--- src/rtl/core/nmf_pkg.sv ---
// Shared constants, payload types and the reciprocal table of the 3x3 mean filter.
`timescale 1ns / 1ps
`default_nettype none

package nmf_pkg;

    localparam int MAX_COLS    = 1024;
    localparam int MAX_ROWS    = 1024;
    localparam int PIX_W       = 8;
    localparam int CFG_DIM_W   = 11;
    localparam int MODE_W      = 2;
    localparam int COL_W       = $clog2(MAX_COLS);
    localparam int CDIM_W      = COL_W + 1;
    localparam int ROW_W       = $clog2(MAX_ROWS) + 1;
    localparam int SUM_W       = PIX_W + 4;
    localparam int CNT_W       = 4;
    localparam int RECIP_W     = 16;
    localparam int RECIP_SHIFT = 15;
    localparam int APB_ADDR_W  = 4;
    localparam int APB_DATA_W  = 32;

    // Register indexes on the configuration port.
    localparam logic [1:0] REG_COLS = 2'd0;
    localparam logic [1:0] REG_ROWS = 2'd1;
    localparam logic [1:0] REG_MODE = 2'd2;

    // Parity modes; any other code counts every neighbor.
    localparam logic [MODE_W-1:0] PAR_EVEN = 2'd1;
    localparam logic [MODE_W-1:0] PAR_ODD  = 2'd2;

    typedef struct packed {
        logic       cmd;
        logic [7:0] pixel;
    } pix_in_t;

    typedef struct packed {
        logic [7:0] mean;
        logic       frame_last;
    } res_out_t;

    typedef struct packed {
        logic [CDIM_W-1:0] cols;
        logic [ROW_W-1:0]  rows;
        logic [MODE_W-1:0] mode;
    } cfg_t;

    typedef struct packed {
        logic emit;
        logic top_ok;
        logic bot_ok;
        logic left_ok;
        logic right_ok;
        logic last;
    } win_ctl_t;

    // ceil(2^15 / n); exact floor division for sums up to 9 * 255.
    function automatic logic [RECIP_W-1:0] recip(input logic [CNT_W-1:0] n);
        logic [RECIP_W-1:0] r;
        case (n)
            4'd1:    r = 16'd32768;
            4'd2:    r = 16'd16384;
            4'd3:    r = 16'd10923;
            4'd4:    r = 16'd8192;
            4'd5:    r = 16'd6554;
            4'd6:    r = 16'd5462;
            4'd7:    r = 16'd4682;
            4'd8:    r = 16'd4096;
            4'd9:    r = 16'd3641;
            default: r = 16'd0;
        endcase
        return r;
    endfunction

endpackage

`default_nettype wire

--- src/rtl/core/nmf_mean.sv ---
// 3x3 window, masked neighborhood sum and reciprocal division.
`timescale 1ns / 1ps
`default_nettype none

module nmf_mean (
    input  wire logic                       clk,
    input  wire logic                       rst_n,
    input  wire logic                       advance,
    input  wire logic                       s1_valid,
    input  nmf_pkg::win_ctl_t               s1_ctl,
    input  wire logic [nmf_pkg::PIX_W-1:0]  top,
    input  wire logic [nmf_pkg::PIX_W-1:0]  mid,
    input  wire logic [nmf_pkg::PIX_W-1:0]  pix,
    input  wire logic [nmf_pkg::MODE_W-1:0] mode,
    output logic                            res_valid,
    output nmf_pkg::res_out_t               res
);
    import nmf_pkg::*;

    logic [PIX_W-1:0]         win_reg [9];
    logic                     s2_valid_reg;
    win_ctl_t                 s2_ctl_reg;
    logic                     s3_valid_reg;
    logic [SUM_W-1:0]         s3_sum_reg;
    logic [CNT_W-1:0]         s3_cnt_reg;
    logic                     s3_last_reg;
    logic                     row_ok [3];
    logic                     col_ok [3];
    logic                     take [9];
    logic [SUM_W-1:0]         row_sum [3];
    logic [CNT_W-1:0]         row_cnt [3];
    logic [SUM_W-1:0]         sum;
    logic [CNT_W-1:0]         cnt;
    logic [SUM_W+RECIP_W-1:0] prod;

    always_ff @(posedge clk or negedge rst_n)
    begin
        if (!rst_n)
        begin
            for (int k = 0; k < 9; k++)
                win_reg[k] <= '0;
        end
        else if (advance && s1_valid)
        begin
            for (int r = 0; r < 3; r++)
            begin
                win_reg[r*3]   <= win_reg[r*3+1];
                win_reg[r*3+1] <= win_reg[r*3+2];
            end
            win_reg[2] <= top;
            win_reg[5] <= mid;
            win_reg[8] <= pix;
        end
    end

    always_comb
    begin
        row_ok[0] = s2_ctl_reg.top_ok;
        row_ok[1] = 1'b1;
        row_ok[2] = s2_ctl_reg.bot_ok;
        col_ok[0] = s2_ctl_reg.left_ok;
        col_ok[1] = 1'b1;
        col_ok[2] = s2_ctl_reg.right_ok;
        for (int k = 0; k < 9; k++)
        begin
            if (mode == PAR_EVEN)
                take[k] = row_ok[k/3] && col_ok[k%3] && !win_reg[k][0];
            else if (mode == PAR_ODD)
                take[k] = row_ok[k/3] && col_ok[k%3] && win_reg[k][0];
            else
                take[k] = row_ok[k/3] && col_ok[k%3];
        end
        for (int r = 0; r < 3; r++)
        begin
            row_sum[r] = '0;
            row_cnt[r] = '0;
            for (int c = 0; c < 3; c++)
            begin
                if (take[r*3+c])
                begin
                    row_sum[r] = row_sum[r] + SUM_W'(win_reg[r*3+c]);
                    row_cnt[r] = row_cnt[r] + CNT_W'(1);
                end
            end
        end
        sum = row_sum[0] + row_sum[1] + row_sum[2];
        cnt = row_cnt[0] + row_cnt[1] + row_cnt[2];
    end

    always_ff @(posedge clk or negedge rst_n)
    begin
        if (!rst_n)
        begin
            s2_valid_reg <= 1'b0;
            s3_valid_reg <= 1'b0;
        end
        else if (advance)
        begin
            s2_valid_reg <= s1_valid && s1_ctl.emit;
            s3_valid_reg <= s2_valid_reg;
        end
    end

    always_ff @(posedge clk)
    begin
        if (advance && s1_valid)
            s2_ctl_reg <= s1_ctl;
        if (advance && s2_valid_reg)
        begin
            s3_sum_reg  <= sum;
            s3_cnt_reg  <= cnt;
            s3_last_reg <= s2_ctl_reg.last;
        end
    end

    // Zero neighbors select a zero reciprocal, so the mean comes out as zero.
    assign prod = {{RECIP_W{1'b0}}, s3_sum_reg} * {{SUM_W{1'b0}}, recip(s3_cnt_reg)};

    assign res_valid      = s3_valid_reg;
    assign res.mean       = prod[RECIP_SHIFT +: PIX_W];
    assign res.frame_last = s3_last_reg;

endmodule

`default_nettype wire

--- config.mk ---
export PLATFORM = sky130hd
export DESIGN_NAME = nmf_mean
export DESIGN_NICKNAME = d
export VERILOG_FILES = /design/src/rtl/core/nmf_pkg.sv /design/src/rtl/core/nmf_mean.sv
export SDC_FILE = /design/constraint.sdc
export NUM_CORES = 1
export LEC_CHECK = 0
export ABC_CLOCK_PERIOD_IN_PS = 15650
export BUFFER_PORTS_ARGS = -buffer_cell sky130_fd_sc_hd__clkbuf_2
export CORE_UTILIZATION = 23
export CTS_BUF_LIST = sky130_fd_sc_hd__clkbuf_8
export CTS_CLUSTER_DIAMETER = 150
export DETAILED_ROUTE_END_ITERATION = 6
export GPL_TIMING_DRIVEN = 0
export HOLD_SLACK_MARGIN = 0.02
export MAX_ROUTING_LAYER = met4
export PLACE_DENSITY = 0.46
export SLEW_MARGIN = 20
export SYNTH_ARGS = -nofsm -noshare
export SYNTH_HDL_FRONTEND = slang
export SYNTH_SLANG_ARGS = --single-unit
--- constraint.sdc ---
create_clock -name clk -period 15.65 [get_ports clk]
set_clock_uncertainty 0.05 [all_clocks]
set_input_delay 2.3475 -clock clk [delete_from_list [all_inputs] [get_ports clk]]
set_output_delay 2.3475 -clock clk [all_outputs]
set_load 0.02 [all_outputs]
==> results.yml <==
drt:
  drt_iter0_markers: 330
  dr.pass1.iters: 4
  route.detailed.drc: 0
  drt-total-wl_mm: 29.8
  wl_per_cell_um: 14.4
  antenna_left: 0
  vias: 8758
  avgViaCountPerCell: 4.25
global_routing:
  antenna_found_initial: 0
  grt_use_met1_pct: 14.5
  grt_overflow: 0
  grt_use_met2_pct: 20.5
  grt_start_max_net_pins: 43
  busiest_layer: "met2"
  grt_pass1_vias: 9309
  grt_pass1_wl_mm: 49.7
  globalRouteMet3Util_pct: 0.985
  grt_use_total_pct: 11.6
clock_tree:
  clock_latency_ns: 0.39
  clockBufferDepth: 2
  post_cts_buffers: 0
  clock-sinks: 111
  htree_levels: 3
  cts-root-buf: "clkbuf_8"
  cts_tree: "yes"
  clk_pin_slew_ns: 0.11
  postCtsHoldBufs: 0
  cts_made_buffers: 9
  cts_resized: 0
floorplanning:
  core_area_mm2: 0.0538
  die_area_mm2: 0.0553
  die_x_um: 235
  initial_core_util_pct: 23.2
  die_y_um: 235
  num_rows: 85
  num_io_pins: 46
worst_setup_path:
  crit_path_start_kind: "register"
  cp_slowest_cell: "edfxtp_1"
  cp_max_fo: 10
  endpoint_kind: "primary output"
  worstSetupPathType: "register to primary output"
  path_cells: "clkbuf_1, nand2_1, fa_1, fa_1, inv_1, fa_1, inv_1, fa_1, inv_1, fa_1, ha_1, a2111o_1, o211ai_1, a21oi_1, o21a_1, o41ai_2, xnor2_1, clkbuf_2"
  crit_path_max_incr_delay_ns: 0.60
  critPathMostFrequentCell: "fa_1"
  required_ns: 13.25
  cp.arrival_ns: 6.62
final_layout:
  final_cell_mix: "inv_1 (198), nand2_1 (195), fa_1 (152)"
  area_growth_pct: 10.4
  final_core_util_pct: 25.7
  drive_gt1_share_pct: 12.0
  layout.nets: 1662
  final_common_cell: "inv_1"
  final_cells: 2063
  antenna_cells: 0
yosys:
  syn_area_per_cell_um2: 9.58
  synth_edf_count: 22
  syn-cell-area_mm2: 0.0125
  ys_ff_latch: 111
  ys_seq_area_share_pct: 22.5
  synthFlopType: "dfrtp_1"
  yosys_warnings: 0
  syn_nets: 1605
  ys_types: 61
  postSynthCellCount: 1305
  synthArstFlopShare_pct: 66.7
place:
  hpwl_mm: 24.9
  io_buffers: 45
  pre_cts_ws_ns: 6.82
  gp_congestion: 0.837
  place_inst: 2047
outcome:
  status: "finished, final reports clean"
run:
  cap_violations: 0
worst_hold_path:
  hp-class: "register to register"
sta:
  worst_pin_slew_ns: 0.873
  rsz0062_at_grt: "false"
  slew_violations: 0
  fin_crit_ns: 9.02
  setup_slack_ns: 6.63
  setup-tns-final_ns: 0
  fmax_ghz: 0.111
  max_slew_margin_pct: 41.8
  setup-violations-final: 0
  hold_viol: 0
  min_period_over_period_pct: 57.6
power_and_ir_drop:
  p_leak_nw: 6.31
  p_total_mw: 2.27
  power_density_mw_per_mm2: 165
  ir_drop_uv: 73.4
-- per-layer routing --
| metal | up-vias | part of all wire [%] | routed length, um |
|---|---|---|---|
| li1 | 4304 | - | - |
| met1 | 4350 | 47 | 14000 |
| met2 | 81 | 50 | 15000 |
| met3 | 23 | 1.3 | 395 |
| met4 | 0 | 1.3 | 395 |
| met5 | - | 0 | 0 |
-- cells by family after synthesis --
family / Yosys count / share of synthesized area [%]
adders and majority gates: 265 / 35.6
and+or+nand+nor: 373 / 13.8
buffers and inverters: 242 / 7.40
muxes: 85 / 7.54
DFF: 111 / 22.5
xor gates and xnor gates: 61 / 4.27
AOI/OAI and AO/OA: 168 / 8.81
-- path summary, 6_finish.rpt --
kind                       cells after the start                  endpoint  slack, ns                    start
min in group asynchronous                      1   win_reg[62]$_DFFE_PN0P_       1.89                    rst_n
setup / recovery                              18                    res[8]       6.63  s3_sum_reg[4]$_DFFE_PP_
max in group asynchronous                      2   win_reg[14]$_DFFE_PN0P_      13.07                    rst_n
setup reg to reg                              25  s3_sum_reg[10]$_DFFE_PP_       9.25      col_ok[2]$_DFFE_PP_
hold / removal                                 0     s3_last_reg$_DFFE_PP_       0.39  s2_ctl_reg[0]$_DFFE_PP_
hold reg to reg                                0     s3_last_reg$_DFFE_PP_       0.39  s2_ctl_reg[0]$_DFFE_PP_
-- per-stage QoR --
| stage | cell area (um^2) | hold slack [ns] |
|---|---|---|
| floorplan | 12500 | 0.350 |
| global placement | 13600 | 0.361 |
| detailed placement | 13600 | 0.367 |
| CTS | 13800 | 0.394 |
| global route | 13800 | 0.398 |
| finish | 13800 | 0.391 |
-- worst max-delay path, delay by kind of cell (launching register included) --
kind                     cells  cell delay [ns]
flip-flops                   1             0.60
AND/OR/NAND/NOR              1             0.16
AO/OA/AOI/OAI                5             1.50
adder cells (fa/ha/maj)      6             2.89
XOR/XNOR                     1             0.16
buffers and inverters        5             0.92
-- layout make-up --
| cell class | instances | area, um^2 |
|---|---|---|
| plain buffers | 45 | 186 |
| repair buffers | 46 | 255 |
| flip-flops and latches | 111 | 2810 |
| multi-input cells | 952 | 8770 |
| clock inverters | 7 | 55.1 |
| fillers | 5783 | 40000 |
| inverters | 197 | 739 |
| clock buffers | 9 | 124 |
| well taps | 696 | 871 |
-- where the power goes --
group | internal, mW | leakage, nW | switching, mW
Clock | 0.0599 | 0.0935 | 0.108
Combinational | 0.699 | 5.00 | 0.961
Sequential | 0.382 | 1.21 | 0.0631
Total | 1.14 | 6.31 | 1.13
-- Yosys cell counts, drive strengths merged, types with 33 or more instances --
cell type | count | share of area [%]
inv | 197 | 5.9
nand2 | 195 | 5.9
fa | 152 | 24
ha | 112 | 11
dfrtp | 74 | 15
mux2 | 74 | 6.7
and2 | 67 | 3.4
o21ai | 53 | 2.2
nor2 | 47 | 1.4
a21oi | 41 | 1.6
xnor2 | 35 | 2.5
clkbuf | 33 | 0.99
Note: power is estimated with default switching activity, not from simulation.
