**config.mk**
```make
export PLATFORM = sky130hd
export DESIGN_NAME = nmf_ctrl
export DESIGN_NICKNAME = d
export VERILOG_FILES = /design/src/rtl/core/nmf_pkg.sv /design/src/rtl/core/nmf_ctrl.sv
export SDC_FILE = /design/constraint.sdc
export NUM_CORES = 1
export LEC_CHECK = 0
export BUFFER_PORTS_ARGS = -buffer_cell sky130_fd_sc_hd__buf_2
export CORE_AREA = 2 2 101 93
export DETAILED_ROUTE_END_ITERATION = 7
export DIE_AREA = 0 0 103 95
export GPL_TIMING_DRIVEN = 0
export PLACE_DENSITY = 0.76
export REMOVE_ABC_BUFFERS = 1
export SLEW_MARGIN = 20
export SYNTH_ARGS = -nofsm -noshare
export SYNTH_HDL_FRONTEND = slang
export SYNTH_SLANG_ARGS = --single-unit
```
**constraint.sdc**
```tcl
create_clock -name clk -period 3.3 [get_ports clk]
set_input_delay 0.66 -clock clk [delete_from_list [all_inputs] [get_ports clk]]
set_output_delay 0.66 -clock clk [all_outputs]
set_load 0.02 [all_outputs]
```
**src/rtl/core/nmf_pkg.sv**
```systemverilog
// Shared constants, payload types and the reciprocal table of the 3x3 mean filter.
`timescale 1ns / 1ps
`default_nettype none

package nmf_pkg;

    localparam int MAX_COLS    = 1024;
    localparam int MAX_ROWS    = 1024;
    localparam int PIX_W       = 8;
    localparam int CFG_DIM_W   = 11;
    localparam int MODE_W      = 2;
    localparam int COL_W       = $clog2(MAX_COLS);
    localparam int CDIM_W      = COL_W + 1;
    localparam int ROW_W       = $clog2(MAX_ROWS) + 1;
    localparam int SUM_W       = PIX_W + 4;
    localparam int CNT_W       = 4;
    localparam int RECIP_W     = 16;
    localparam int RECIP_SHIFT = 15;
    localparam int APB_ADDR_W  = 4;
    localparam int APB_DATA_W  = 32;

    // Register indexes on the configuration port.
    localparam logic [1:0] REG_COLS = 2'd0;
    localparam logic [1:0] REG_ROWS = 2'd1;
    localparam logic [1:0] REG_MODE = 2'd2;

    // Parity modes; any other code counts every neighbor.
    localparam logic [MODE_W-1:0] PAR_EVEN = 2'd1;
    localparam logic [MODE_W-1:0] PAR_ODD  = 2'd2;

    typedef struct packed {
        logic       cmd;
        logic [7:0] pixel;
    } pix_in_t;

    typedef struct packed {
        logic [7:0] mean;
        logic       frame_last;
    } res_out_t;

    typedef struct packed {
        logic [CDIM_W-1:0] cols;
        logic [ROW_W-1:0]  rows;
        logic [MODE_W-1:0] mode;
    } cfg_t;

    typedef struct packed {
        logic emit;
        logic top_ok;
        logic bot_ok;
        logic left_ok;
        logic right_ok;
        logic last;
    } win_ctl_t;

    // ceil(2^15 / n); exact floor division for sums up to 9 * 255.
    function automatic logic [RECIP_W-1:0] recip(input logic [CNT_W-1:0] n);
        logic [RECIP_W-1:0] r;
        case (n)
            4'd1:    r = 16'd32768;
            4'd2:    r = 16'd16384;
            4'd3:    r = 16'd10923;
            4'd4:    r = 16'd8192;
            4'd5:    r = 16'd6554;
            4'd6:    r = 16'd5462;
            4'd7:    r = 16'd4682;
            4'd8:    r = 16'd4096;
            4'd9:    r = 16'd3641;
            default: r = 16'd0;
        endcase
        return r;
    endfunction

endpackage

`default_nettype wire

```
**src/rtl/core/nmf_ctrl.sv**
```systemverilog
// Stream position counters and the first pipeline stage of the filter.
`timescale 1ns / 1ps
`default_nettype none

module nmf_ctrl (
    input  wire logic                       clk,
    input  wire logic                       rst_n,
    input  nmf_pkg::cfg_t                   cfg,
    input  wire logic                       restart,
    input  wire logic                       accept,
    input  wire logic                       advance,
    input  nmf_pkg::pix_in_t                pix_in,
    output logic [nmf_pkg::COL_W-1:0]       rd_addr,
    output logic                            s1_valid,
    output logic [nmf_pkg::COL_W-1:0]       s1_addr,
    output logic [nmf_pkg::PIX_W-1:0]       s1_pix,
    output nmf_pkg::win_ctl_t               s1_ctl
);
    import nmf_pkg::*;

    logic [COL_W-1:0]  in_col_reg, in_col_next;
    logic [ROW_W-1:0]  in_row_reg, in_row_next;
    logic [COL_W-1:0]  out_col_reg, out_col_next;
    logic [ROW_W-1:0]  out_row_reg, out_row_next;
    logic              s1_valid_reg;
    logic [COL_W-1:0]  s1_addr_reg;
    logic [PIX_W-1:0]  s1_pix_reg;
    win_ctl_t          s1_ctl_reg;
    win_ctl_t          ctl;
    logic [CDIM_W-1:0] in_col_inc;
    logic [CDIM_W-1:0] out_col_inc;
    logic [ROW_W-1:0]  out_row_inc;
    logic              emit;

    assign in_col_inc  = {1'b0, in_col_reg} + CDIM_W'(1);
    assign out_col_inc = {1'b0, out_col_reg} + CDIM_W'(1);
    assign out_row_inc = out_row_reg + ROW_W'(1);

    always_comb
    begin
        emit = (in_row_reg >= ROW_W'(2)) ||
               ((in_row_reg == ROW_W'(1)) && (in_col_reg != '0));
        ctl.emit     = emit && (out_row_reg < cfg.rows);
        ctl.top_ok   = out_row_reg != '0;
        ctl.bot_ok   = out_row_inc < cfg.rows;
        ctl.left_ok  = out_col_reg != '0;
        ctl.right_ok = out_col_inc < cfg.cols;
        ctl.last     = (out_row_inc == cfg.rows) && (out_col_inc == cfg.cols);

        in_col_next  = in_col_reg;
        in_row_next  = in_row_reg;
        out_col_next = out_col_reg;
        out_row_next = out_row_reg;
        if (restart)
        begin
            in_col_next  = '0;
            in_row_next  = '0;
            out_col_next = '0;
            out_row_next = '0;
        end
        else if (accept)
        begin
            if (in_col_inc >= cfg.cols)
            begin
                in_col_next = '0;
                in_row_next = in_row_reg + ROW_W'(1);
            end
            else
            begin
                in_col_next = in_col_inc[COL_W-1:0];
            end
            if (ctl.emit)
            begin
                if (out_col_inc >= cfg.cols)
                begin
                    out_col_next = '0;
                    out_row_next = out_row_inc;
                end
                else
                begin
                    out_col_next = out_col_inc[COL_W-1:0];
                end
                // The frame's final result starts a new frame.
                if (ctl.last)
                begin
                    in_col_next  = '0;
                    in_row_next  = '0;
                    out_col_next = '0;
                    out_row_next = '0;
                end
            end
        end
    end

    always_ff @(posedge clk or negedge rst_n)
    begin
        if (!rst_n)
        begin
            in_col_reg   <= '0;
            in_row_reg   <= '0;
            out_col_reg  <= '0;
            out_row_reg  <= '0;
            s1_valid_reg <= 1'b0;
        end
        else
        begin
            in_col_reg  <= in_col_next;
            in_row_reg  <= in_row_next;
            out_col_reg <= out_col_next;
            out_row_reg <= out_row_next;
            if (advance)
                s1_valid_reg <= accept;
        end
    end

    always_ff @(posedge clk)
    begin
        if (accept)
        begin
            s1_addr_reg <= in_col_reg;
            s1_pix_reg  <= pix_in.cmd ? '0 : pix_in.pixel;
            s1_ctl_reg  <= ctl;
        end
    end

    assign rd_addr  = in_col_reg;
    assign s1_valid = s1_valid_reg;
    assign s1_addr  = s1_addr_reg;
    assign s1_pix   = s1_pix_reg;
    assign s1_ctl   = s1_ctl_reg;

endmodule

`default_nettype wire

```
==> out/results.tsv <==
stage	metric	value	unit
finish	area growth from synthesis to layout	18.78	%
sta	Tmin final	3.168	ns
run_status	status	complete, no violations	
synthesis	Post-Synth Adder-Cell Area	14.99	%
synthesis	register area share after synthesis	40.62	%
critical_path	CP startpoint	rd_addr[0]	
pwr	Power Total	2.054	mW
pwr	internal power	1.451	mW
placed_design	RePlAce Congestion	0.8512	
critical_path	worst r2r src	rd_addr[0]	
clock_tree	maximum clock path buffer count	2	
critical_path	nature of the critical path endpoint	register	
synthesis	mux cell area share after synthesis	0.5092	%
sta	Max-slew headroom	40.81	%
grt	vias in the first global route	3554	
critical_path	worst reg2reg path depth	12	
synthesis	Cells after Synth	453	
critical_path	required time worst endpoint	3.57	ns
synthesis	Compound-Gate Fraction of Synth Area	17.40	%
pwr	Logic pwr share	18.4	%
route	First DRT Iteration DRCs	143	
grt	initial antenna violation count	0	
pwr	Sw Share	29.34	%
sta	endpoints failing hold	0	
clock_tree	Clock transition at path regs	0.08	ns
finish	final core utilization	59.46	%
synthesis	Yosys warning count	0	
sta	Max Slew Vio Count	0	
finish	fin cells	657	
placed_design	placed insts	632	
die	Die H	95	um
sta	Fmax	0.3157	GHz
synthesis	simple-gate area share of the yosys netlist	17.96	%
critical_path	crit-path cells	ha_1 -> nand3_1 -> nor2_2 -> nand4_1 -> xnor2_2 -> ha_1 -> a21o_1 -> a21o_1 -> a221o_1 -> or2_4 -> or2_2 -> a31oi_1	
min_path	Hold Path Class	in2async	
route	DRC viols	0	
synthesis	synth unique cells	55	
grt	grt ovf	0	
die	# IOs	73	
critical_path	CP bufs+invs	0	
clock_tree	CTS tree	yes	
route	ANT nets after route	0	
synthesis	Post-synth EDFFs	24	
pwr	leakage power total	2.474	nW
pwr	PwrDens	390.9	mW/mm^2
clock_tree	clock latency on the worst-skew pair	0.35	ns
route	Routed WL per cell	15.97	um
finish	commonest non-fill, non-tap cell in the layout	buf_2	
synthesis	mapped cell area	0.004423	sq mm
die	die area	0.009785	sq mm
run	number of max-cap violations	0	
synthesis	FFs w/ async S/R, synth	64.18	%
sta	fin crit share	96.00	%
grt	pin count of the biggest net entering global routing	44	
die	core box area	0.008836	sq mm
clock_tree	H-tree depth	3	
placed_design	Port Buffers	70	
critical_path	crit start category	register	
finish	final net count	621	
synthesis	largest family of logic cells by synthesized area	simple AND/OR/NAND/NOR gates	
clock_tree	TritonCTS Buffers	9	
route	vias per cell	5.755	
sta	Slew @ Worst Pin	0.8845	ns
finish	filler cell count	783	
die	Die X	103	um
route	via count	3781	
critical_path	crit-path max FO	10	
pwr	Clk pwr share	35.4	%
synthesis	Synth Area in XOR/XNOR	4.554	%
critical_path	critical path depth	12	
sta	Worst Skew	0.005096	ns
finish	diodes inserted	0	
grt	global-route wire length before repair	16830	um
clock_tree	Root Buffer	clkbuf_8	
route	Pre-Repair DR Iteration Count	4	
synthesis	Synth Register Bits	67	
critical_path	Crit-path slowest cell	dfrtp_2	
placed_design	DPL Wire Length	7462	um
critical_path	Worst path max stage delay	0.40	ns
critical_path	Setup Crit Path Kind	reg2reg	
clock_tree	Hold Buf Count CTS	0	
die	num rows	33	
finish	share of cells above drive strength 1	22.80	%
critical_path	Critical Path AT	3.44	ns
die	initial core utilization	50.06	%
route	Routed WL	10490	um
pwr	Sequential Power Share	46.2	%
pwr	net switching power	0.6027	mW
pwr	worst vdd ir	0.2208	mV
critical_path	critical path's top delay family	simple AND/OR/NAND/NOR gates	
sta	final setup fails	0	
grt	total global-route track usage	22.18	%
finish	commonest cells after routing, fill and taps aside	69 x buf_2, 52 x ha_1, 42 x dfrtp_1	
clock_tree	Sink Count	67	
synthesis	Avg Inst Size Synth	9.764	sq um
synthesis	Top FF cell, synth	dfrtp_1	
[layout make-up]
type	instances	area (sq um)	area share (%)
well taps	122	152.6	2.905
multi-input cells	341	2554	48.61
flip-flops and latches	67	1798	34.22
clock inverters	5	61.31	1.167
repair buffers	78	412.9	7.859
inverters	33	123.9	2.358
clock buffers	11	151.4	2.882
[power by group through the flow]
stage          clock network, mW  logic [mW]  registers [mW]
6_report                   0.728       0.377           0.949
5_1_grt                    0.776       0.424           0.957
4_1_cts                    0.733       0.359           0.949
3_5_place_dp                   0       0.350           0.967
3_3_place_gp                   0       0.336           0.966
2_1_floorplan                  0       0.199           0.984
[repair_timing]
item / in CTS / in global routing
cloned: 0 / 1
pin swaps: 1 / 3
gates resized for setup: 14 / 11
setup endpoints to repair: 42 / 36
buffers inserted: 1 / 7
[per-stage QoR]
stage | hold slack (ns) | setup WS [ns] | cell area, sq um | setup TNS (ns)
after global placement | 0.4828 | -0.3526 | 4875 | -4.445
final | 0.3014 | 0.1321 | 5254 | 0
after CTS | 0.5046 | 0.01252 | 5144 | 0
after floorplan | 0.3644 | 0.1695 | 4372 | 0
after detailed placement | 0.4906 | -0.4249 | 4875 | -7.768
after global routing | 0.3395 | -0.00005684 | 5254 | -0.00005684
[worst reg2reg max path, stage by stage, from the launching register on]
cell and delay (ns):
dfrtp_2 0.40, ha_1 0.19, nand3_1 0.16, nor2_2 0.18, nand4_1 0.17, xnor2_2 0.19, ha_1 0.30, a21o_1 0.18
a21o_1 0.17, a221o_1 0.35, or2_4 0.33, or2_2 0.30, a31oi_1 0.16
[cell families (layout without fill, tap and decap cells)]
group | count (synthesis) | after routing
mux | 2 | 2
compound gates | 113 | 113
buf+inv | 46 | 127
flops | 67 | 67
xor+xnor | 23 | 23
fa+ha+maj | 53 | 53
simple gates | 149 | 150
[routing by layer]
metal  vias to the layer above  GRT usage (%)  part of all wire [%]
met2                       115          37.55                    49
met1                      1826          28.91                    45
met5                         -              0                     0
li1                       1827              -                     -
met4                         0          6.579                   1.2
met3                        13          4.071                   4.8
[final timing paths]
path	to	slack, ns
worst max-delay path	in_row_reg[0]	0.13
max in group asynchronous	rd_addr[0]	2.59
worst max register to register	in_row_reg[0]	0.13
min in group clk	in_row_reg[10]	0.51
worst min-delay path	out_row_reg[6]	0.30
worst min register to register	in_row_reg[10]	0.51
[synth_stat cells, types with 11 or more instances]
cell type	n	area share (%)
inv_1	33	2.8
ha_1	53	15
nand2_1	36	3.1
edfxtp_1	24	16
o21ai_0	33	3.7
a21oi_1	17	1.9
dfrtp_1	43	24
nor2b_1	13	1.8
nor2_1	16	1.4
a22o_1	15	3.0
a31oi_1	11	1.6
xnor2_1	15	3.0
clkbuf_1	11	0.93
nand3_1	23	2.6
Note: power is estimated with default switching activity, not from simulation.
