<file path="src/rtl/core/nmf_pkg.sv">
// Shared constants, payload types and the reciprocal table of the 3x3 mean filter.
`timescale 1ns / 1ps
`default_nettype none

package nmf_pkg;

    localparam int MAX_COLS    = 1024;
    localparam int MAX_ROWS    = 1024;
    localparam int PIX_W       = 8;
    localparam int CFG_DIM_W   = 11;
    localparam int MODE_W      = 2;
    localparam int COL_W       = $clog2(MAX_COLS);
    localparam int CDIM_W      = COL_W + 1;
    localparam int ROW_W       = $clog2(MAX_ROWS) + 1;
    localparam int SUM_W       = PIX_W + 4;
    localparam int CNT_W       = 4;
    localparam int RECIP_W     = 16;
    localparam int RECIP_SHIFT = 15;
    localparam int APB_ADDR_W  = 4;
    localparam int APB_DATA_W  = 32;

    // Register indexes on the configuration port.
    localparam logic [1:0] REG_COLS = 2'd0;
    localparam logic [1:0] REG_ROWS = 2'd1;
    localparam logic [1:0] REG_MODE = 2'd2;

    // Parity modes; any other code counts every neighbor.
    localparam logic [MODE_W-1:0] PAR_EVEN = 2'd1;
    localparam logic [MODE_W-1:0] PAR_ODD  = 2'd2;

    typedef struct packed {
        logic       cmd;
        logic [7:0] pixel;
    } pix_in_t;

    typedef struct packed {
        logic [7:0] mean;
        logic       frame_last;
    } res_out_t;

    typedef struct packed {
        logic [CDIM_W-1:0] cols;
        logic [ROW_W-1:0]  rows;
        logic [MODE_W-1:0] mode;
    } cfg_t;

    typedef struct packed {
        logic emit;
        logic top_ok;
        logic bot_ok;
        logic left_ok;
        logic right_ok;
        logic last;
    } win_ctl_t;

    // ceil(2^15 / n); exact floor division for sums up to 9 * 255.
    function automatic logic [RECIP_W-1:0] recip(input logic [CNT_W-1:0] n);
        logic [RECIP_W-1:0] r;
        case (n)
            4'd1:    r = 16'd32768;
            4'd2:    r = 16'd16384;
            4'd3:    r = 16'd10923;
            4'd4:    r = 16'd8192;
            4'd5:    r = 16'd6554;
            4'd6:    r = 16'd5462;
            4'd7:    r = 16'd4682;
            4'd8:    r = 16'd4096;
            4'd9:    r = 16'd3641;
            default: r = 16'd0;
        endcase
        return r;
    endfunction

endpackage

`default_nettype wire

</file>
<file path="src/rtl/core/nmf_cfg.sv">
// APB register file holding image size and parity mode.
`timescale 1ns / 1ps
`default_nettype none

module nmf_cfg (
    input  wire logic                            clk,
    input  wire logic                            rst_n,
    input  wire logic                            psel,
    input  wire logic                            penable,
    input  wire logic                            pwrite,
    input  wire logic [nmf_pkg::APB_ADDR_W-1:0]  paddr,
    input  wire logic [nmf_pkg::APB_DATA_W-1:0]  pwdata,
    output logic      [nmf_pkg::APB_DATA_W-1:0]  prdata,
    output nmf_pkg::cfg_t                        cfg,
    output logic                                 restart
);
    import nmf_pkg::*;

    logic [CFG_DIM_W-1:0] cols_reg;
    logic [CFG_DIM_W-1:0] rows_reg;
    logic [MODE_W-1:0]    mode_reg;
    logic                 wr;
    logic [1:0]           idx;

    assign wr  = psel && penable && pwrite;
    assign idx = paddr[3:2];

    always_ff @(posedge clk or negedge rst_n)
    begin
        if (!rst_n)
        begin
            cols_reg <= CFG_DIM_W'(640);
            rows_reg <= CFG_DIM_W'(480);
            mode_reg <= '0;
        end
        else if (wr)
        begin
            case (idx)
                REG_COLS: cols_reg <= pwdata[CFG_DIM_W-1:0];
                REG_ROWS: rows_reg <= pwdata[CFG_DIM_W-1:0];
                REG_MODE: mode_reg <= pwdata[MODE_W-1:0];
                default:  ;
            endcase
        end
    end

    // A size write restarts the frame.
    assign restart = wr && ((idx == REG_COLS) || (idx == REG_ROWS));

    always_comb
    begin
        case (idx)
            REG_COLS: prdata = APB_DATA_W'(cols_reg);
            REG_ROWS: prdata = APB_DATA_W'(rows_reg);
            REG_MODE: prdata = APB_DATA_W'(mode_reg);
            default:  prdata = '0;
        endcase
    end

    // Effective sizes: zero counts as one, large values saturate.
    always_comb
    begin
        if (cols_reg == '0)
            cfg.cols = CDIM_W'(1);
        else if (32'(cols_reg) > MAX_COLS)
            cfg.cols = CDIM_W'(MAX_COLS);
        else
            cfg.cols = CDIM_W'(cols_reg);

        if (rows_reg == '0)
            cfg.rows = ROW_W'(1);
        else if (32'(rows_reg) > MAX_ROWS)
            cfg.rows = ROW_W'(MAX_ROWS);
        else
            cfg.rows = ROW_W'(rows_reg);

        cfg.mode = mode_reg;
    end

endmodule

`default_nettype wire

</file>
<file path="config.mk">
export PLATFORM = sky130hd
export DESIGN_NAME = nmf_cfg
export DESIGN_NICKNAME = d
export VERILOG_FILES = /design/src/rtl/core/nmf_pkg.sv /design/src/rtl/core/nmf_cfg.sv
export SDC_FILE = /design/constraint.sdc
export NUM_CORES = 1
export LEC_CHECK = 0
export ABC_AREA = 0
export BUFFER_PORTS_ARGS = -buffer_cell sky130_fd_sc_hd__buf_2
export CORE_MARGIN = 1.5
export CORE_UTILIZATION = 37
export DETAILED_ROUTE_END_ITERATION = 8
export GPL_ROUTABILITY_DRIVEN = 0
export GPL_TIMING_DRIVEN = 0
export PLACE_DENSITY_LB_ADDON = 0.2
export SLEW_MARGIN = 20
export SYNTH_ARGS = -nofsm -noshare
export SYNTH_HDL_FRONTEND = slang
export SYNTH_SLANG_ARGS = --single-unit
</file>
<file path="constraint.sdc">
create_clock -name clk -period 1.2 [get_ports clk]
set_clock_uncertainty 0.2 [all_clocks]
set_input_delay 0.24 -clock clk [delete_from_list [all_inputs] [get_ports clk]]
set_output_delay 0.24 -clock clk [all_outputs]
set_load 0.02 [all_outputs]
</file>
==> impl_metrics.json, run 1 <==
{
  "detail_route.drc_violations": 0,
  "cp.required_ns": 0.76,
  "worst_path_class_setup": "register to output port",
  "core_region_area_um2": 3720,
  "timing.critical_path.cells": "nor4_4 > a31oi_1 > nor2_2 > buf_6",
  "drt_first_iter_violations": 26,
  "critPathSlowestCell": "sky130_fd_sc_hd__dfrtp_2",
  "max-cap-violations": 0,
  "post-synth-top-area-fraction_pct": 31.1,
  "max-vdd-ir-drop_uv": 1140,
  "tritoncts_clock_tree": "built",
  "worst_skew_pair.late_latency_ns": 0.26,
  "reg2regPathDepth": 2,
  "drive_gt1_share_pct": 75.8,
  "finalSetupViolations": 42,
  "die_width_um": 65.6,
  "estimated_wirelength_of_the_detail_placed_design_mm": 2.62,
  "timing.critical_path.slowest_cell_delay_ns": 0.45,
  "crit_path_end_kind": "output port",
  "numClockSinks": 24,
  "root_buffer": "sky130_fd_sc_hd__clkbuf_8",
  "htree_num_levels": 1,
  "clock_transition_at_the_register_clock_pins_on_the_worst_setup_and_hold_paths_after_cts_ns": 0.08,
  "detail_route.first_pass.iterations": 4,
  "timing.critical_path.from": "rows_reg[9]",
  "worst_slack_ns": -0.589,
  "whs_path_depth": 2,
  "failing_checks": "negative setup slack",
  "synth_area_um2": 1450,
  "worstHoldStart": "pwdata[9]",
  "synth.yosys.seq_area_share_pct": 41.9,
  "floorplan.initialDensity_pct": 39.0,
  "design.portCount": 98,
  "layout.cell_area.non_filler_um2": 2700,
  "global_route_wire_length_before_repair_mm": 6.02,
  "status": "finished, violations left",
  "worstPathBufferInverterCount": 1,
  "floorplan.die.height_um": 65.6,
  "std_cell_rows": 22,
  "fin_crit_ns": 1.79,
  "synth-seq-cells": 24,
  "yosysWarningCount": 0,
  "wl_per_cell_um": 14.4,
  "synth_edf_count": 0,
  "report.final.hold_viol_count": 0,
  "post_synth_arst_share_pct": 100,
  "syn_inst": 137,
  "number_of_buffers_created_by_cts": 3,
  "antenna_left": 0,
  "floorplan.die_area_um2": 4300,
  "timing.hold.worst.class": "input port to register",
  "top_ff_cell_synth": "sky130_fd_sc_hd__dfrtp_1",
  "grt.overflow.total": 0,
  "nets": 273,
  "report.final.slew_viol_count": 0,
  "groute.usage.overall_pct": 18.4,
  "viasPerCell": 4.44,
  "worstPathMaxFanout": 4,
  "fillerInstances": 263,
  "grt_max_degree": 25,
  "whs_ns": 0.0259,
  "portBuffers": 52,
  "syn2layout_area_growth_pct": 86.2,
  "total_power_divided_by_cell_area_nw_per_um2": 1500,
  "setup_repair_after_global_routing_missed_its_margin": "yes",
  "worstSetupPathDepth": 4,
  "startpoint_of_the_worst_slack_reg_to_reg_timing_path": "rows_reg[10]",
  "min_period_over_period_pct": 149,
  "antenna_cells": 0,
  "average_instance_area_after_synthesis_um2": 10.6,
  "setup_total_negative_slack_ns": -12.53,
  "overall_via_count_from_detail_route": 1238,
  "crit_arrival_ns": 1.35,
  "power.leakage_uw": 0.00131,
  "clock_tree.buffer_depth": 2,
  "worst_path_dominant_cell_family": "flip-flops",
  "netlist_top_cells_area": "sky130_fd_sc_hd__dfrtp_1 31%, sky130_fd_sc_hd__mux2_2 17%, sky130_fd_sc_hd__buf_4 12%",
  "routed_wirelength_mm": 4.01,
  "fmaxAchievable_ghz": 0.559,
  "worst_setup_path_start_kind": "register",
  "grt_pass1_vias": 1234,
  "synth_top_cell_by_area": "sky130_fd_sc_hd__dfrtp_1",
  "yosys.cell_types.count": 18,
  "postPlaceCellArea_um2": 2110,
  "antenna_found_initial": 0
}
## final timing paths
path,slack (ns),to
max reg2reg,0.01,rows_reg[10]
min in group asynchronous,0.23,cols_reg[4]
min,0.03,rows_reg[9]
max in group asynchronous,0.26,rows_reg[5]
min reg2reg,0.36,rows_reg[0]
max,-0.59,cfg[2]
## timing repair
action / in CTS / in global routing
buffers inserted: 10 / 4
setup endpoints to repair: 58 / 54
endpoints found under the hold margin: 18 / 0
cloned: 3 / 1
hold buffers: 1 / 0
resized for setup: 77 / 30
pin swaps: 7 / 2
## routing by layer
layer / vias to the layer above / routed length (um) / global-route usage [%]
met5: - / 0 / 0
met4: 0 / 12 / 2.34
met3: 2 / 173 / 2.40
met2: 48 / 2130 / 33.3
met1: 584 / 1700 / 24.1
li1: 604 / - / -
## through the flow
stage          power, uW  std cells  setup slack, ns  utilization (%)
2_1_floorplan       2400        157           -0.200                -
3_3_place_gp        2800        257           -0.564             56.7
3_5_place_dp        2830        257           -0.577             56.7
4_1_cts             3840        275           -0.586             68.9
5_1_grt             4250        279           -0.639             72.7
6_report            4050        279           -0.589             72.7
## worst reg2reg max path, cell delays in order (launching register included)
cell,delay (ns)
sky130_fd_sc_hd__dfrtp_2,0.45
sky130_fd_sc_hd__buf_8,0.16
sky130_fd_sc_hd__mux2_4,0.26
## synth_stat cells, types with 3 or more instances
master                     count
sky130_fd_sc_hd__nor3_1        3
sky130_fd_sc_hd__mux2i_1      11
sky130_fd_sc_hd__nor2b_1      19
sky130_fd_sc_hd__dfstp_2       6
sky130_fd_sc_hd__nor2_1       14
sky130_fd_sc_hd__buf_4        24
sky130_fd_sc_hd__clkbuf_1      6
sky130_fd_sc_hd__dfrtp_1      18
sky130_fd_sc_hd__mux2_2       22
## where the power goes
part / switching (uW) / total (uW) / leakage, uW / internal, uW
clock network: 242 / 479 / 0.0000228 / 237
logic: 985 / 2280 / 0.00101 / 1290
registers: 249 / 1290 / 0.000280 / 1040
total: 1480 / 4050 / 0.00131 / 2570
## layout by cell type, fill, tap and decap left out
cell type | synthesis | routed
sky130_fd_sc_hd__buf_2 | 0 | 14
sky130_fd_sc_hd__nor4_4 | 0 | 2
sky130_fd_sc_hd__buf_4 | 24 | 32
sky130_fd_sc_hd__nor2b_1 | 19 | 2
sky130_fd_sc_hd__dfrtp_2 | 0 | 3
sky130_fd_sc_hd__nand2_1 | 2 | 2
sky130_fd_sc_hd__o21ai_2 | 0 | 2
sky130_fd_sc_hd__conb_1 | 1 | 21
sky130_fd_sc_hd__nor2_4 | 0 | 1
sky130_fd_sc_hd__nor2b_4 | 0 | 17
sky130_fd_sc_hd__mux2_2 | 22 | 12
sky130_fd_sc_hd__dlygate4sd3_1 | 0 | 1
sky130_fd_sc_hd__nand3_4 | 0 | 1
sky130_fd_sc_hd__nor2_1 | 14 | 2
sky130_fd_sc_hd__a31oi_1 | 2 | 2
sky130_fd_sc_hd__clkbuf_8 | 0 | 4
sky130_fd_sc_hd__clkbuf_4 | 0 | 1
sky130_fd_sc_hd__mux2_4 | 0 | 12
sky130_fd_sc_hd__dfstp_2 | 6 | 6
sky130_fd_sc_hd__nor3_1 | 3 | 2
sky130_fd_sc_hd__buf_6 | 0 | 43
sky130_fd_sc_hd__mux2i_2 | 0 | 4
sky130_fd_sc_hd__clkbuf_1 | 6 | 3
sky130_fd_sc_hd__nor2_2 | 0 | 11
sky130_fd_sc_hd__buf_8 | 0 | 2
sky130_fd_sc_hd__nor3b_4 | 0 | 1
sky130_fd_sc_hd__nor3_4 | 0 | 1
sky130_fd_sc_hd__dfrtp_1 | 18 | 15
sky130_fd_sc_hd__clkbuf_16 | 0 | 4
sky130_fd_sc_hd__or3b_4 | 0 | 1
sky130_fd_sc_hd__mux2i_1 | 11 | 6
sky130_fd_sc_hd__mux2i_4 | 0 | 1
## area by class of cell
class                           count  area [um2]  area share (%)
Clock buffer                        4        45.0            1.67
Sequential cell                    24         612            22.7
Tap cell                           48        60.1            2.22
Timing Repair Buffer               70         664            24.6
Buffer                             30         299            11.1
Multi-Input combinational cell    103        1020            37.8
## kinds of logic (layout without fill, tap and decap cells)
kind of cell / after synthesis / count (layout) / synth area share, %
AND/OR/NAND/NOR: 43 / 43 / 16.0
multiplexers: 35 / 35 / 26.2
buffers and inverters: 30 / 104 / 14.0
flip-flops: 24 / 24 / 41.9
AO/OA/AOI/OAI: 4 / 4 / 1.55
other: 1 / 21 / 0.259
Power figures use the tool's default switching activity.
==> inputs of run 2 (changes only) <==
- CTS_CLUSTER_DIAMETER: not set -> 150
- TNS_END_PERCENT: not set -> 30
==> impl_metrics.json, run 2 (synthesis gave the netlist of run 1 again) <==
{
  "report.final.hold_viol_count": 0,
  "grt_max_degree": 25,
  "totalPowerFinal_uw": 3740,
  "root_buffer": "sky130_fd_sc_hd__clkbuf_8",
  "die_width_um": 65.6,
  "max-vdd-ir-drop_uv": 895,
  "numClockSinks": 24,
  "nets": 266,
  "viasPerCell": 4.50,
  "status": "finished, violations left",
  "detail_route.first_pass.iterations": 4,
  "worstPathBufferInverterCount": 1,
  "worst_setup_path_start_kind": "register",
  "failing_checks": "negative setup slack",
  "dpl.cell_count": 257,
  "leading_cell_type_in_the_layout_fill_and_taps_excluded": "sky130_fd_sc_hd__buf_4",
  "floorplan.die_area_um2": 4300,
  "htree_num_levels": 1,
  "worst_skew_pair.late_latency_ns": 0.26,
  "floorplan.die.height_um": 65.6,
  "critPathSlowestCell": "sky130_fd_sc_hd__dfrtp_1",
  "cp.required_ns": 0.76,
  "design.portCount": 98,
  "timing.hold.worst.class": "input port to register",
  "antenna_cells": 0,
  "drive_gt1_share_pct": 64.3,
  "core_region_area_um2": 3720,
  "portBuffers": 52,
  "grt.overflow.total": 0,
  "tritoncts_clock_tree": "built",
  "grt_pass1_vias": 1162,
  "p_comb_share_pct": 51.4,
  "overall_via_count_from_detail_route": 1223,
  "worstPathMaxFanout": 2,
  "timing.critical_path.slowest_cell_delay_ns": 0.43,
  "global_route_wire_length_before_repair_mm": 5.64,
  "groute.usage.overall_pct": 17.2,
  "wl_per_cell_um": 13.5,
  "cell_internal_pwr_uw": 2370,
  "worst_path_class_setup": "register to output port",
  "crit_path_end_kind": "output port",
  "p_clk_share_pct": 14.6,
  "drt_first_iter_violations": 27,
  "min_period_over_period_pct": 149,
  "fmaxAchievable_ghz": 0.560,
  "total_power_divided_by_cell_area_nw_per_um2": 1550,
  "commonest_cells_after_routing_fill_and_taps_aside": "45 x sky130_fd_sc_hd__buf_4, 23 x sky130_fd_sc_hd__buf_6, 21 x sky130_fd_sc_hd__conb_1",
  "report.final.slew_viol_count": 0,
  "max-cap-violations": 0,
  "crit_arrival_ns": 1.34,
  "antenna_found_initial": 0,
  "instances_no_fill": 272,
  "timing.critical_path.cells": "nor4_4 > a31oi_1 > nor2_2 > buf_6",
  "antenna_left": 0,
  "syn2layout_area_growth_pct": 65.9,
  "clock_tree.buffer_depth": 2,
  "worst_path_dominant_cell_family": "flip-flops",
  "floorplan.initialDensity_pct": 39.0,
  "clock_transition_at_the_register_clock_pins_on_the_worst_setup_and_hold_paths_after_cts_ns": 0.08,
  "estimated_wirelength_of_the_detail_placed_design_mm": 2.48,
  "std_cell_rows": 22,
  "finalSetupViolations": 43,
  "detail_route.drc_violations": 0,
  "seq_power_share_pct": 34.0,
  "setup_total_negative_slack_ns": -12.79,
  "power.leakage_uw": 0.00120,
  "routed_wirelength_mm": 3.68,
  "fin_crit_ns": 1.78,
  "worst_slack_ns": -0.584,
  "power.share.switching_pct": 36.6,
  "setup_repair_after_global_routing_missed_its_margin": "yes",
  "number_of_buffers_created_by_cts": 3,
  "switching_power_uw": 1370
}
==> run 2: cell types whose count changed in the layout (fill, tap and decap cells not counted), sizes merged <==
| cell | previous run | this run |
|---|---|---|
| clkbuf | 12 | 9 |
| buf | 91 | 87 |
==> run 2: worst register-to-register path, cell delays in order, from the launching register on <==
cell	delay, ns
sky130_fd_sc_hd__dfrtp_2	0.46
sky130_fd_sc_hd__buf_8	0.15
sky130_fd_sc_hd__buf_6	0.10
sky130_fd_sc_hd__mux2_4	0.25
==> run 2: path summary, 6_finish.rpt <==
| check | startpoint | to | slack [ns] | cells past startpoint |
|---|---|---|---|---|
| worst max-delay path | cols_reg[6] | cfg[13] | -0.58 | 4 |
| max in group asynchronous | rst_n | rows_reg[5] | 0.27 | 2 |
| worst max register to register | rows_reg[10] | rows_reg[10] | -0.06 | 3 |
| min in group asynchronous | rst_n | rows_reg[3] | 0.23 | 2 |
| worst min-delay path | pwdata[10] | rows_reg[10] | 0.02 | 2 |
| worst min register to register | mode_reg[0] | mode_reg[0] | 0.34 | 1 |
==> run 2: stage by stage <==
step | area [um2] | util, % | hold WS (ns) | setup slack [ns]
detailed placement | 1930 | 52.0 | 0.0566 | -0.422
finish | 2410 | 64.7 | 0.0183 | -0.584
global placement | 1930 | 52.0 | 0.0442 | -0.399
floorplan | 1610 | - | -0.256 | -0.200
global route | 2410 | 64.7 | 0.00815 | -0.692
CTS | 2210 | 59.5 | 0.0124 | -0.573
==> run 2: power groups by stage <==
stage / sequential, uW / combinational (uW) / clock [uW]
detailed placement: 1230 / 1330 / 0
global route: 1300 / 2040 / 603
floorplan: 1190 / 953 / 0
finish: 1270 / 1920 / 546
CTS: 1220 / 1650 / 559
global placement: 1230 / 1330 / 0
==> run 2: what timing repair did <==
item	4_1_cts	5_1_grt
hold buffers	1	0
setup endpoints to repair	58	56
gates cloned	1	0
pin swaps	5	5
gates resized for setup	47	44
buffers inserted	7	2
hold endpoints to repair	18	0
==> run 2: layout make-up <==
| cell class | instances | area (um2) |
|---|---|---|
| timing repair buffer | 63 | 518 |
| multi-input combinational | 103 | 906 |
| buffer | 30 | 256 |
| fill | 305 | 1310 |
| tap | 48 | 60.1 |
| sequential | 24 | 611 |
| clock buffer | 4 | 55.1 |
==> run 2: per-layer routing <==
layer / share of wire (%) / GRT usage [%] / vias to the layer above
met4: 0.38 / 5.47 / 0
met3: 7.0 / 3.08 / 2
met1: 41 / 22.9 / 572
met2: 51 / 28.4 / 57
met5: 0 / 0 / -
li1: - / - / 592
==> inputs of run 3 (changes only) <==
- CORE_UTILIZATION: 37 -> 41
- clock period: 1.2 -> 1.87 ns (I/O delays scaled with it)
==> impl_metrics.json, run 3 (synthesis gave the netlist of run 1 again) <==
{
  "status": "finished, violations left",
  "failing_checks": "negative setup slack",
  "htree_num_levels": 1,
  "total_power_divided_by_cell_area_nw_per_um2": 964,
  "design.portCount": 98,
  "clock_transition_at_the_register_clock_pins_on_the_worst_setup_and_hold_paths_after_cts_ns": 0.12,
  "layout.cell_area.non_filler_um2": 1980,
  "numClockSinks": 24,
  "antenna_found_initial": 0,
  "grt.overflow.total": 0,
  "floorplan.die.height_um": 62.5,
  "post_place_setup_slack_ns": -0.0536,
  "worst_slew_margin_relative_to_its_limit_pct": 64.3,
  "worst_slack_ns": -0.110,
  "power.leakage_uw": 0.00104,
  "global_route_wire_length_before_repair_mm": 5.44,
  "portBuffers": 52,
  "estimated_wirelength_of_the_detail_placed_design_mm": 2.49,
  "routed_wirelength_mm": 3.34,
  "timing.critical_path.cells": "nor4_2 > a31oi_1 > nor2_1 > buf_4",
  "crit_arrival_ns": 1.41,
  "register_area_um2": 608,
  "core_region_area_um2": 3360,
  "detail_route.first_pass.iterations": 4,
  "max-cap-violations": 0,
  "critPathSlowestCell": "sky130_fd_sc_hd__dfrtp_1",
  "detail_route.drc_violations": 0,
  "tritoncts_clock_tree": "built",
  "postPlaceCellArea_um2": 1840,
  "max-vdd-ir-drop_uv": 599,
  "clock_tree.buffer_depth": 2,
  "grt_max_degree": 25,
  "wl_per_cell_um": 12.7,
  "crit_path_end_kind": "output port",
  "report.final.slew_viol_count": 0,
  "groute.usage.overall_pct": 17.1,
  "setup_total_negative_slack_ns": -0.163,
  "number_of_buffers_created_by_cts": 3,
  "syn2layout_area_growth_pct": 36.4,
  "worst_path_class_setup": "register to output port",
  "overall_via_count_from_detail_route": 1196,
  "timing.hold.worst.class": "input port to register",
  "worst_setup_path_start_kind": "register",
  "fmaxAchievable_ghz": 0.505,
  "antenna_cells": 0,
  "min_period_over_period_pct": 106,
  "root_buffer": "sky130_fd_sc_hd__clkbuf_4",
  "fillerInstances": 325,
  "fin_crit_ns": 1.98,
  "report.final.hold_viol_count": 0,
  "floorplan.initialDensity_pct": 43.1,
  "worstMarginPinSlew_ns": 0.535,
  "antenna_left": 0,
  "leading_cell_type_in_the_layout_fill_and_taps_excluded": "sky130_fd_sc_hd__buf_2",
  "totalPowerFinal_uw": 1910,
  "commonest_cells_after_routing_fill_and_taps_aside": "45 x sky130_fd_sc_hd__buf_2, 33 x sky130_fd_sc_hd__buf_4, 22 x sky130_fd_sc_hd__mux2_2",
  "std_cell_rows": 21,
  "setup_repair_after_global_routing_missed_its_margin": "yes",
  "cp.required_ns": 1.30,
  "worstPathMaxFanout": 2,
  "die_width_um": 62.5,
  "worst_skew_pair.late_latency_ns": 0.30,
  "nets": 260,
  "finalSetupViolations": 3,
  "floorplan.die_area_um2": 3900,
  "multi_input_area_um2": 736,
  "whs_ns": 0.114,
  "drive_gt1_share_pct": 54.1,
  "viasPerCell": 4.53,
  "grt_pass1_vias": 1161,
  "drt_first_iter_violations": 20,
  "timing.critical_path.slowest_cell_delay_ns": 0.42
}
==> run 3: changes by cell type in the layout (fill, tap and decap cells not counted), moves of 10 or more <==
cell / before / now
sky130_fd_sc_hd__buf_2: 16 / 45
sky130_fd_sc_hd__mux2_2: 12 / 22
sky130_fd_sc_hd__buf_4: 45 / 33
sky130_fd_sc_hd__mux2_4: 10 / 0
sky130_fd_sc_hd__nor2b_1: 9 / 19
sky130_fd_sc_hd__buf_6: 23 / 2
==> run 3: per-layer routing <==
| layer | wire length [um] | vias up | GRT usage, % | share of wire [%] |
|---|---|---|---|---|
| met5 | 0 | - | 0 | 0 |
| met4 | 18 | 0 | 4.17 | 0.54 |
| met3 | 200 | 2 | 3.24 | 6.0 |
| met2 | 1740 | 47 | 31.7 | 52 |
| met1 | 1380 | 574 | 20.3 | 41 |
| li1 | - | 573 | - | - |
==> run 3: critical path, delay by kind of cell, from the launching register on <==
kind | cells | cell delay, ns
flops | 1 | 0.42
simple gates | 2 | 0.41
buf+inv | 1 | 0.16
compound gates | 1 | 0.12
==> run 3: path summary, 6_finish.rpt <==
check | from | end | slack (ns) | depth (start not counted)
setup / recovery | cols_reg[6] | cfg[13] | -0.11 | 4
hold / removal | pwdata[1] | mode_reg[1] | 0.11 | 2
setup reg to reg | rows_reg[10] | rows_reg[10] | 0.69 | 2
hold reg to reg | mode_reg[0] | mode_reg[0] | 0.35 | 1
max in group asynchronous | rst_n | rows_reg[7] | 0.70 | 2
min in group asynchronous | rst_n | cols_reg[1] | 0.39 | 2
==> run 3: what timing repair did <==
item                                    in CTS  in global routing
endpoints found under the setup margin      26                 13
gates resized for setup                     13                  8
hold buffers                                 1                  0
pin swaps                                    3                  2
setup buffers                                2                  2
endpoints found under the hold margin       18                  0
==> run 3: area by class of cell <==
| type | count | share of cell area [%] |
|---|---|---|
| multi-input combinational | 103 | 37.2 |
| clock buffer | 4 | 1.33 |
| sequential | 24 | 30.7 |
| tap | 46 | 2.91 |
| buffer | 30 | 11.6 |
| timing repair buffer | 57 | 16.3 |
==> run 3: report_power, final <==
part           internal, uW  switching [uW]
Combinational           412             480
Sequential              663             131
Clock                  82.9             139
Total                  1160             749
==> run 3: stage by stage <==
step	std cells	utilization, %
floorplan	157	-
global placement	255	54.8
detailed placement	255	54.8
CTS	262	57.7
global route	264	58.8
finish	264	58.8
